## config.mk

```make
export PLATFORM = sky130hd
export DESIGN_NAME = encoder_weighted_speed_filter_unit_flat
export DESIGN_NICKNAME = d
export VERILOG_FILES = /design/src/rtl/core/ewsf_pkg.sv /design/src/rtl/core/ewsf_if.sv /design/src/rtl/core/ewsf_tap_cell.sv /design/src/rtl/core/ewsf_speed_unit.sv /design/src/rtl/core/encoder_weighted_speed_filter_unit.sv /design/src/flat_wrapper.sv
export SDC_FILE = /design/constraint.sdc
export NUM_CORES = 2
export LEC_CHECK = 0
export BUFFER_PORTS_ARGS = -buffer_cell sky130_fd_sc_hd__buf_2
export CAP_MARGIN = 10
export CORE_ASPECT_RATIO = 1.25
export CORE_MARGIN = 4
export CORE_UTILIZATION = 35
export DETAILED_ROUTE_END_ITERATION = 8
export GPL_ROUTABILITY_DRIVEN = 0
export GPL_TIMING_DRIVEN = 0
export SYNTH_ARGS = -nofsm -noshare
export SYNTH_HDL_FRONTEND = slang
export SYNTH_SLANG_ARGS = --single-unit
```

## constraint.sdc

```tcl
create_clock -name clk_i -period 6.9 [get_ports clk_i]
set_input_delay 0.69 -clock clk_i [delete_from_list [all_inputs] [get_ports clk_i]]
set_output_delay 0.69 -clock clk_i [all_outputs]
set_load 0.01 [all_outputs]
```

## src/rtl/core/ewsf_pkg.sv

```systemverilog
`timescale 1ns / 1ps
`default_nettype none

package ewsf_pkg;

  localparam int CNT_W     = 16;            // encoder count
  localparam int WEIGHT_W  = 16;            // Q0.16 weights and scale
  localparam int FRAC_W    = 16;
  localparam int ACC_W     = 34;            // four 16x16 products
  localparam int FILT_W    = ACC_W - FRAC_W;
  localparam int SPD_SHIFT = 8;
  localparam int SPD_W     = 26;
  localparam int PROD_W    = FILT_W + WEIGHT_W + 1;
  localparam int MAX_TAPS  = 4;

  localparam int REG_COUNT = 5;
  localparam int REG_IDX_W = 3;

  typedef enum logic [REG_IDX_W-1:0] {
    REG_TAP_ZERO    = 3'd0,
    REG_TAP_ONE     = 3'd1,
    REG_TAP_TWO     = 3'd2,
    REG_TAP_THREE   = 3'd3,
    REG_SPEED_SCALE = 3'd4
  } reg_idx_e;

  localparam logic [WEIGHT_W-1:0] TAP_RESET   = 16'd16384;  // 0.25
  localparam logic [WEIGHT_W-1:0] SCALE_RESET = 16'd47512;  // pi * 4.8 / 20.8

  localparam logic signed [CNT_W-1:0] CNT_MIN = 16'sh8000;
  localparam logic signed [CNT_W-1:0] CNT_MAX = 16'sh7fff;

  typedef struct packed {
    logic signed [CNT_W-1:0] left;
    logic signed [CNT_W-1:0] right;
  } hist_t;

  // partial sum travelling down the tap chain
  typedef struct packed {
    logic                    valid;
    logic                    is_right;
    logic signed [ACC_W-1:0] psum;
  } tok_t;

  typedef struct packed {
    logic                     valid;
    logic                     is_right;
    logic signed [FILT_W-1:0] filt;
    logic signed [SPD_W-1:0]  speed;
  } res_t;

endpackage

`default_nettype wire

```

## src/rtl/core/ewsf_if.sv

```systemverilog
`timescale 1ns / 1ps
`default_nettype none

interface ewsf_in_if;
  logic                                  valid;
  logic                                  ready;
  logic signed [ewsf_pkg::CNT_W-1:0]     left_count;
  logic signed [ewsf_pkg::CNT_W-1:0]     right_count;

  modport source (output valid, left_count, right_count, input ready);
  modport sink   (input valid, left_count, right_count, output ready);
endinterface

interface ewsf_out_if;
  logic                                  valid;
  logic                                  ready;
  logic signed [ewsf_pkg::FILT_W-1:0]    left_filtered;
  logic signed [ewsf_pkg::FILT_W-1:0]    right_filtered;
  logic signed [ewsf_pkg::SPD_W-1:0]     left_speed;
  logic signed [ewsf_pkg::SPD_W-1:0]     right_speed;

  modport source (output valid, left_filtered, right_filtered, left_speed, right_speed,
                  input ready);
  modport sink   (input valid, left_filtered, right_filtered, left_speed, right_speed,
                  output ready);
endinterface

interface ewsf_cfg_if;
  logic                                  valid;
  logic                                  ready;
  logic [ewsf_pkg::REG_IDX_W-1:0]        index;
  logic [ewsf_pkg::WEIGHT_W-1:0]         data;

  modport source (output valid, index, data, input ready);
  modport sink   (input valid, index, data, output ready);
endinterface

`default_nettype wire

```

## src/rtl/core/ewsf_tap_cell.sv

```systemverilog
`timescale 1ns / 1ps
`default_nettype none

module ewsf_tap_cell (
  input  logic                            clk_i,
  input  logic                            rst_ni,
  input  logic                            shift_i,
  input  ewsf_pkg::hist_t                 hist_i,
  output ewsf_pkg::hist_t                 hist_o,
  input  logic [ewsf_pkg::WEIGHT_W-1:0]   weight_i,
  input  ewsf_pkg::tok_t                  tok_i,
  output ewsf_pkg::tok_t                  tok_o
);

  ewsf_pkg::hist_t hist_q;
  logic            valid_q;
  logic            is_right_q;
  logic signed [ewsf_pkg::ACC_W-1:0] psum_q;

  logic signed [ewsf_pkg::CNT_W-1:0]            sample;
  logic signed [ewsf_pkg::CNT_W+ewsf_pkg::WEIGHT_W:0] prod;

  assign sample = tok_i.is_right ? hist_q.right : hist_q.left;
  assign prod   = sample * $signed({1'b0, weight_i});

  always_ff @(posedge clk_i or negedge rst_ni) begin
    if (!rst_ni) begin
      hist_q     <= '0;
      valid_q    <= 1'b0;
      is_right_q <= 1'b0;
    end else begin
      if (shift_i) begin
        hist_q <= hist_i;
      end
      valid_q    <= tok_i.valid;
      is_right_q <= tok_i.is_right;
    end
  end

  always_ff @(posedge clk_i) begin
    if (tok_i.valid) begin
      psum_q <= tok_i.psum + ewsf_pkg::ACC_W'(prod);
    end
  end

  assign hist_o = hist_q;
  assign tok_o  = '{valid: valid_q, is_right: is_right_q, psum: psum_q};

endmodule

`default_nettype wire

```

## src/rtl/core/ewsf_speed_unit.sv

```systemverilog
`timescale 1ns / 1ps
`default_nettype none

module ewsf_speed_unit (
  input  logic                            clk_i,
  input  logic                            rst_ni,
  input  ewsf_pkg::tok_t                  tok_i,
  input  logic [ewsf_pkg::WEIGHT_W-1:0]   scale_i,
  output ewsf_pkg::res_t                  res_o
);

  localparam int ACC_W  = ewsf_pkg::ACC_W;
  localparam int FRAC_W = ewsf_pkg::FRAC_W;

  logic                                 a_valid_q, a_right_q;
  logic signed [ewsf_pkg::FILT_W-1:0]   a_filt_q;
  logic                                 b_valid_q, b_right_q;
  logic signed [ewsf_pkg::FILT_W-1:0]   b_filt_q;
  logic signed [ewsf_pkg::SPD_W-1:0]    b_speed_q;

  logic signed [ACC_W-1:0]              biased;
  logic signed [ewsf_pkg::PROD_W-1:0]   prod;

  // adding 2^16-1 to a negative sum makes the arithmetic shift round toward zero
  assign biased = tok_i.psum + $signed({{(ACC_W-FRAC_W){1'b0}}, {FRAC_W{tok_i.psum[ACC_W-1]}}});
  assign prod   = a_filt_q * $signed({1'b0, scale_i});

  always_ff @(posedge clk_i or negedge rst_ni) begin
    if (!rst_ni) begin
      a_valid_q <= 1'b0;
      a_right_q <= 1'b0;
      b_valid_q <= 1'b0;
      b_right_q <= 1'b0;
    end else begin
      a_valid_q <= tok_i.valid;
      a_right_q <= tok_i.is_right;
      b_valid_q <= a_valid_q;
      b_right_q <= a_right_q;
    end
  end

  always_ff @(posedge clk_i) begin
    if (tok_i.valid) begin
      a_filt_q <= biased[ACC_W-1:FRAC_W];
    end
    if (a_valid_q) begin
      b_filt_q  <= a_filt_q;
      // floor shift by 8
      b_speed_q <= prod[ewsf_pkg::SPD_W+ewsf_pkg::SPD_SHIFT-1:ewsf_pkg::SPD_SHIFT];
    end
  end

  assign res_o = '{valid: b_valid_q, is_right: b_right_q, filt: b_filt_q, speed: b_speed_q};

endmodule

`default_nettype wire

```

## src/rtl/core/encoder_weighted_speed_filter_unit.sv

```systemverilog
// The accepted input beat is held in the count histories while its left and right partial
// sums walk the tap-cell chain, the two-stage truncate and speed-multiply unit, then the
// result and output registers. A new input beat is taken only once the previous result
// has been loaded into the output registers, so a stalled output also holds the input.
// Reset clears both count histories and loads the weights with 0.25 and the
// speed scale with 47512.
`timescale 1ns / 1ps
`default_nettype none

module encoder_weighted_speed_filter_unit #(
  parameter int WINDOW_TAPS = 4
) (
  input  logic              clk_i,
  input  logic              rst_ni,
  ewsf_in_if.sink           in_i,
  ewsf_out_if.source        out_o,
  ewsf_cfg_if.sink          cfg_i
);

  localparam int REG_COUNT = ewsf_pkg::REG_COUNT;

  logic [ewsf_pkg::WEIGHT_W-1:0] weight_q [REG_COUNT];

  logic busy_q, inj_left_q, inj_right_q, pend_q;
  logic in_acc, out_load;

  logic signed [ewsf_pkg::CNT_W-1:0] left_neg;

  ewsf_pkg::hist_t hist [WINDOW_TAPS+1];
  ewsf_pkg::tok_t  tok  [WINDOW_TAPS+1];
  ewsf_pkg::res_t  res;

  logic signed [ewsf_pkg::FILT_W-1:0] left_filt_q, right_filt_q;
  logic signed [ewsf_pkg::SPD_W-1:0]  left_spd_q, right_spd_q;

  logic                               out_valid_q;
  logic signed [ewsf_pkg::FILT_W-1:0] out_lf_q, out_rf_q;
  logic signed [ewsf_pkg::SPD_W-1:0]  out_ls_q, out_rs_q;

  // config registers
  assign cfg_i.ready = 1'b1;

  always_ff @(posedge clk_i or negedge rst_ni) begin
    if (!rst_ni) begin
      for (int i = 0; i < REG_COUNT; i++) begin
        weight_q[i] <= (i == int'(ewsf_pkg::REG_SPEED_SCALE)) ? ewsf_pkg::SCALE_RESET
                                                               : ewsf_pkg::TAP_RESET;
      end
    end else if (cfg_i.valid) begin
      for (int i = 0; i < REG_COUNT; i++) begin
        if (cfg_i.index == ewsf_pkg::REG_IDX_W'(i)) begin
          weight_q[i] <= cfg_i.data;
        end
      end
    end
  end

  // input side
  assign in_i.ready = !busy_q;
  assign in_acc     = in_i.valid && !busy_q;
  assign left_neg   = (in_i.left_count == ewsf_pkg::CNT_MIN) ? ewsf_pkg::CNT_MAX
                                                             : -in_i.left_count;

  assign hist[0] = '{left: left_neg, right: in_i.right_count};
  // left sum enters the chain first, right in the cycle after
  assign tok[0]  = '{valid: inj_left_q || inj_right_q, is_right: inj_right_q, psum: '0};

  for (genvar g = 0; g < WINDOW_TAPS; g++) begin : g_cell
    ewsf_tap_cell u_cell (
      .clk_i    (clk_i),
      .rst_ni   (rst_ni),
      .shift_i  (in_acc),
      .hist_i   (hist[g]),
      .hist_o   (hist[g+1]),
      .weight_i (weight_q[g]),
      .tok_i    (tok[g]),
      .tok_o    (tok[g+1])
    );
  end

  ewsf_speed_unit u_speed (
    .clk_i   (clk_i),
    .rst_ni  (rst_ni),
    .tok_i   (tok[WINDOW_TAPS]),
    .scale_i (weight_q[ewsf_pkg::REG_SPEED_SCALE]),
    .res_o   (res)
  );

  assign out_load = pend_q && (!out_valid_q || out_o.ready);

  always_ff @(posedge clk_i or negedge rst_ni) begin
    if (!rst_ni) begin
      busy_q      <= 1'b0;
      inj_left_q  <= 1'b0;
      inj_right_q <= 1'b0;
      pend_q      <= 1'b0;
      out_valid_q <= 1'b0;
    end else begin
      inj_left_q  <= in_acc;
      inj_right_q <= inj_left_q;
      if (in_acc) begin
        busy_q <= 1'b1;
      end else if (out_load) begin
        busy_q <= 1'b0;
      end
      if (res.valid && res.is_right) begin
        pend_q <= 1'b1;
      end else if (out_load) begin
        pend_q <= 1'b0;
      end
      if (out_load) begin
        out_valid_q <= 1'b1;
      end else if (out_o.ready) begin
        out_valid_q <= 1'b0;
      end
    end
  end

  always_ff @(posedge clk_i) begin
    if (res.valid) begin
      if (res.is_right) begin
        right_filt_q <= res.filt;
        right_spd_q  <= res.speed;
      end else begin
        left_filt_q <= res.filt;
        left_spd_q  <= res.speed;
      end
    end
    if (out_load) begin
      out_lf_q <= left_filt_q;
      out_rf_q <= right_filt_q;
      out_ls_q <= left_spd_q;
      out_rs_q <= right_spd_q;
    end
  end

  assign out_o.valid          = out_valid_q;
  assign out_o.left_filtered  = out_lf_q;
  assign out_o.right_filtered = out_rf_q;
  assign out_o.left_speed     = out_ls_q;
  assign out_o.right_speed    = out_rs_q;

  // nothing travels the chain between items
  a_chain_idle : assert property (@(posedge clk_i) disable iff (!rst_ni)
    !busy_q |-> !tok[0].valid && !tok[WINDOW_TAPS].valid)
    else $error("token in tap chain while idle");

  a_pend_busy : assert property (@(posedge clk_i) disable iff (!rst_ni)
    pend_q |-> busy_q)
    else $error("pending result without an item in flight");

  // right result always directly follows the left one
  a_side_order : assert property (@(posedge clk_i) disable iff (!rst_ni)
    res.valid && res.is_right |-> $past(res.valid && !res.is_right))
    else $error("right result not preceded by left result");

  a_no_overrun : assert property (@(posedge clk_i) disable iff (!rst_ni)
    res.valid |-> !pend_q)
    else $error("new result while previous still pending");

endmodule

`default_nettype wire

```

## src/flat_wrapper.sv

```systemverilog
// flat-port wrapper written by rule: the top's interface ports become plain ports
module encoder_weighted_speed_filter_unit_flat 
#(
  parameter int WINDOW_TAPS = 4
)
  (clk_i, rst_ni, in_i_valid, in_i_left_count, in_i_right_count, in_i_ready, out_o_valid, out_o_left_filtered, out_o_right_filtered, out_o_left_speed, out_o_right_speed, out_o_ready, cfg_i_valid, cfg_i_index, cfg_i_data, cfg_i_ready);
  ewsf_in_if in_i_i ();
  ewsf_out_if out_o_i ();
  ewsf_cfg_if cfg_i_i ();
  input  logic clk_i;
  input  logic rst_ni;
  input wire logic [$bits(in_i_i.valid)-1:0] in_i_valid;
  input wire logic [$bits(in_i_i.left_count)-1:0] in_i_left_count;
  input wire logic [$bits(in_i_i.right_count)-1:0] in_i_right_count;
  output wire logic [$bits(in_i_i.ready)-1:0] in_i_ready;
  output wire logic [$bits(out_o_i.valid)-1:0] out_o_valid;
  output wire logic [$bits(out_o_i.left_filtered)-1:0] out_o_left_filtered;
  output wire logic [$bits(out_o_i.right_filtered)-1:0] out_o_right_filtered;
  output wire logic [$bits(out_o_i.left_speed)-1:0] out_o_left_speed;
  output wire logic [$bits(out_o_i.right_speed)-1:0] out_o_right_speed;
  input wire logic [$bits(out_o_i.ready)-1:0] out_o_ready;
  input wire logic [$bits(cfg_i_i.valid)-1:0] cfg_i_valid;
  input wire logic [$bits(cfg_i_i.index)-1:0] cfg_i_index;
  input wire logic [$bits(cfg_i_i.data)-1:0] cfg_i_data;
  output wire logic [$bits(cfg_i_i.ready)-1:0] cfg_i_ready;
  assign in_i_i.valid = in_i_valid;
  assign in_i_i.left_count = in_i_left_count;
  assign in_i_i.right_count = in_i_right_count;
  assign in_i_ready = in_i_i.ready;
  assign out_o_valid = out_o_i.valid;
  assign out_o_left_filtered = out_o_i.left_filtered;
  assign out_o_right_filtered = out_o_i.right_filtered;
  assign out_o_left_speed = out_o_i.left_speed;
  assign out_o_right_speed = out_o_i.right_speed;
  assign out_o_i.ready = out_o_ready;
  assign cfg_i_i.valid = cfg_i_valid;
  assign cfg_i_i.index = cfg_i_index;
  assign cfg_i_i.data = cfg_i_data;
  assign cfg_i_ready = cfg_i_i.ready;
  encoder_weighted_speed_filter_unit #(.WINDOW_TAPS(WINDOW_TAPS)) u_core (.clk_i(clk_i), .rst_ni(rst_ni), .in_i(in_i_i), .out_o(out_o_i), .cfg_i(cfg_i_i));
endmodule
```

==> results.md <==
- Outcome: complete, but fails checks
- Failing checks: setup timing
- Post-Syn Instances: around 6,600
- Most used cell, CP: fa_1
- Slew @ Worst Pin: around 1.1 ns
- Hpwl dp: around 150,000 um
- Hold crit path type: in2reg
- Post-Place Cell Area: 73,500 um^2
- Wl on met1: 64,500 um
- Post-synthesis xor/xnor area fraction: 2.05%
- 1st-iter DRT viols: ~2,300
- Async SR Flop Fraction: 37.6%
- Highest routed layer: met5
- CTS Sinks: 598
- Area fraction in compound gates after synthesis: 3.79%
- Adder-cell share of the synthesized area: 44.1%
- Final ANT Viol Nets: 0
- Critical path launch point type: flop
- Vias in the first global route: 51,400
- Slew Viols, Final: 0
- Worst Path Max Fanout: 5
- RSZ-0062 raised after global routing: true
- Worst EP required: 7.33 ns
- Clock transition at path regs: 0.06 ns
- Post-synth top area cell: fa_1
- Register area share after synthesis: 24.3%
- Vias: 46,000
- DRC errors left: 0
- Clock root cell: clkbuf_16
- Synth area leaders: fa_1, edfxtp_1, ha_1
- WP buf/inv: 10
- Final WS setup: -0.324 ns
- Die width: roughly 410 um
- Row count: between 150 and 200
- Number of buffers created by CTS: 68
- Clk_skew: 0.0290 ns
- Largest net degree at the start of global routing: 102
- CTS tree: done
- Hold Vio Cnt, Final: 0
- Layout cells sized above 1: around 15%
- Remaining Overflow, GRT: 0
- Yosys top cell area share: 33.5%
- Vias per cell: 4.80
- Multiplexer area fraction after synthesis: between 4 and 5%
- Metal3 WL: 7230 um
- Final net count: about 9,000
- R2r setup slk: -0.32 ns
- Distinct cells, synth: 76
- Hold wc startpoint: in_i_right_count[3]
- Arr. time, crit path: approximately 7.7 ns
- DRT Wirelength: 177,000 um
- Final Core Density: 40.2%
- Syn nets: 8,400
- Final Cycle Share: 105%
- Initial Utilization: 35.2%
- Fin area: a little under 80,000 um^2
- Max_slew headroom: 29.4%
- CP Capture Type: flop
- Critical path's top delay family: adder cells
- Final setup violation count: 7
- Fin crit period: 7.22 ns
- Synth Cell Area: around 69,000 um^2
- R2r endpoint: u_core.g_cell[1].u_cell.psum_q[33]
- Global-route usage over all layers: 17.6%
- Area Growth Syn to Fin: 14.1%
- Clock Latency Late Sink: 0.69 ns
- Post-synthesis simple-gate area fraction: between 10% and 20%
- Hold EP: u_core.g_cell[0].u_cell.hist_o[3]
- Max-cap viol count: 0
- Largest buffer count on any clock path: 3
- Top_reg_cell synth: edfxtp_1
- Max stage delay on crit path: between 0.5 and 0.6 ns
- Die Ht: approximately 510 um
- CP max-delay cell: fa_1
- Post-detailed-route wirelength per cell: 18.5 um
- Core Region: 197,000 um^2
- IO Pins: 147
- Hold Path Depth: 2
- #FFs+latches synth: 598
- Post-synth EDFFs: about 370
- H-Tree Depth: 3
- Die area: around 210,000 um^2
- Initial antenna violation count: 10
- Critical path class: reg2reg
- Worst r2r path cells: 28
- Largest family of logic cells by synthesized area: adder cells
- Drt pass-1 iters: 8
- Reg-to-Reg Start: u_core.g_cell[0].u_cell.is_right_q
- Syn_area_per_cell: 10.5 um^2
- Met2 Wirelength: ~94,000 um
- Timing-limited maximum frequency: 138 MHz
- # port buffers: approximately 140
- Yosys warnings: 0
- First-pass GRT wire length: between 200,000 and 300,000 um
area by class of cell:
class | count | area (um^2)
fill | 18900 | 118000
clock inverter | 39 | 440
inverter | 1569 | 5890
buffer | 191 | 1430
clock buffer | 86 | 1820
antenna | 4 | 10.0
tap | 2576 | 3220
timing repair buffer | 302 | 2290
sequential | 598 | 16900
multi-input combinational | 4220 | 47200
cell usage in the layout, fill, tap and decap left out, types with 47 or more instances in the layout:
cell	count
dfrtp_1	205
ha_1	553
and2_1	417
fa_1	1138
clkbuf_16	78
clkbuf_2	50
nand2_1	677
buf_4	124
o21ai_0	47
xnor2_1	111
a21o_1	50
clkbuf_1	84
edfxtp_1	373
nor2b_1	206
nor2_1	136
a21oi_1	90
inv_1	1555
buf_2	147
mux2_2	196
kinds of logic (layout without fill, tap and decap cells):
kind of cell | count (synthesis) | count (layout)
other | 1 | 5
adder cells (fa/ha/maj) | 1746 | 1746
multiplexers | 259 | 259
AND/OR/NAND/NOR | 1668 | 1668
XOR/XNOR | 162 | 162
buffers and inverters | 1780 | 2187
AO/OA/AOI/OAI | 384 | 384
flip-flops | 598 | 598
synthesized netlist by cell type, types with 4 or more instances:
cell type / n
nor2b_1: 209
or3_1: 4
a211oi_1: 12
inv_1: 1569
o22a_1: 13
a21boi_0: 6
a41o_1: 4
clkbuf_1: 205
or2_2: 31
mux2i_1: 19
nor2_1: 141
edfxtp_1: 373
dfstp_2: 12
a31oi_1: 9
nand3_1: 37
nor3_1: 33
a21oi_1: 112
o31ai_1: 7
nand4_1: 10
and2_1: 425
o21a_1: 24
fa_1: 1161
o211ai_1: 15
a21o_1: 50
xnor2_1: 117
mux2_2: 240
buf_1: 4
o21ai_0: 58
and3_1: 20
o31a_1: 8
nand2b_1: 43
or4_1: 4
nand3b_1: 4
dfrtp_1: 213
and4_1: 5
a41oi_1: 4
nor4_1: 7
nand2_1: 689
nor3b_1: 4
o21bai_1: 15
ha_1: 585
xor2_1: 45
layer usage:
metal	vias up	global-route usage, %
met5	-	0
met4	8	9.49
met3	470	2.18
met2	1154	33.2
met1	23600	19.0
li1	20800	-
worst max-delay path by stage:
stage | startpoint | to | slack, ns | cells past startpoint
2_1_floorplan | u_core.g_cell[0].u_cell.is_right_q | u_core.g_cell[1].u_cell.psum_q[30] | 0.01 | 24
3_3_place_gp | u_core.g_cell[1].u_cell.is_right_q | u_core.g_cell[2].u_cell.psum_q[29] | -1.92 | 23
3_5_place_dp | u_core.g_cell[0].u_cell.is_right_q | u_core.g_cell[1].u_cell.psum_q[33] | -1.76 | 24
4_1_cts | u_core.g_cell[0].u_cell.is_right_q | u_core.g_cell[1].u_cell.psum_q[32] | -0.39 | 25
5_1_grt | u_core.g_cell[0].u_cell.is_right_q | u_core.g_cell[1].u_cell.psum_q[32] | -0.47 | 25
6_report | u_core.g_cell[0].u_cell.is_right_q | u_core.g_cell[1].u_cell.psum_q[33] | -0.32 | 28
state kept, by name, summed over array words and instances (netlist names), 4 cells and up:
signal                           flops
u_core.g_cell.u_cell.hist_o        128
u_core.g_cell.u_cell.is_right_q      4
u_core.g_cell.u_cell.psum_q        135
u_core.g_cell.u_cell.valid_q         4
u_core.left_filt_q                  18
u_core.left_spd_q                   26
u_core.out_o.left_filtered          18
u_core.out_o.left_speed             26
u_core.out_o.right_filtered         18
u_core.out_o.right_speed            26
u_core.right_filt_q                 18
u_core.right_spd_q                  26
u_core.u_speed.a_filt_q             18
u_core.u_speed.b_filt_q             18
u_core.u_speed.b_speed_q            26
u_core.weight_q                     80
stage by stage:
| step | TNS [ns] | worst slack [ns] | hold slack [ns] | std cells |
|---|---|---|---|---|
| 2_1_floorplan | 0 | 0.0108 | 0.331 | 6598 |
| 3_3_place_gp | -86.20 | -1.92 | 0.340 | 9318 |
| 3_5_place_dp | -79.35 | -1.76 | 0.345 | 9327 |
| 4_1_cts | -1.26 | -0.388 | 0.193 | 9520 |
| 5_1_grt | -3.16 | -0.470 | 0.218 | 9581 |
| 6_report | -1.30 | -0.324 | 0.247 | 9585 |
repair_timing:
item                                   CTS  global route
endpoints found under the hold margin   63             0
setup buffers                           83            64
setup endpoints to repair               91            41
resized for setup                      385           240
pin swaps                               75            94
hold buffers                             1             0
cloned                                   0             3
Power is left out: the tool's default activity adds up to more than one toggle a clock period on the data nets, which glitch-free logic cannot reach.
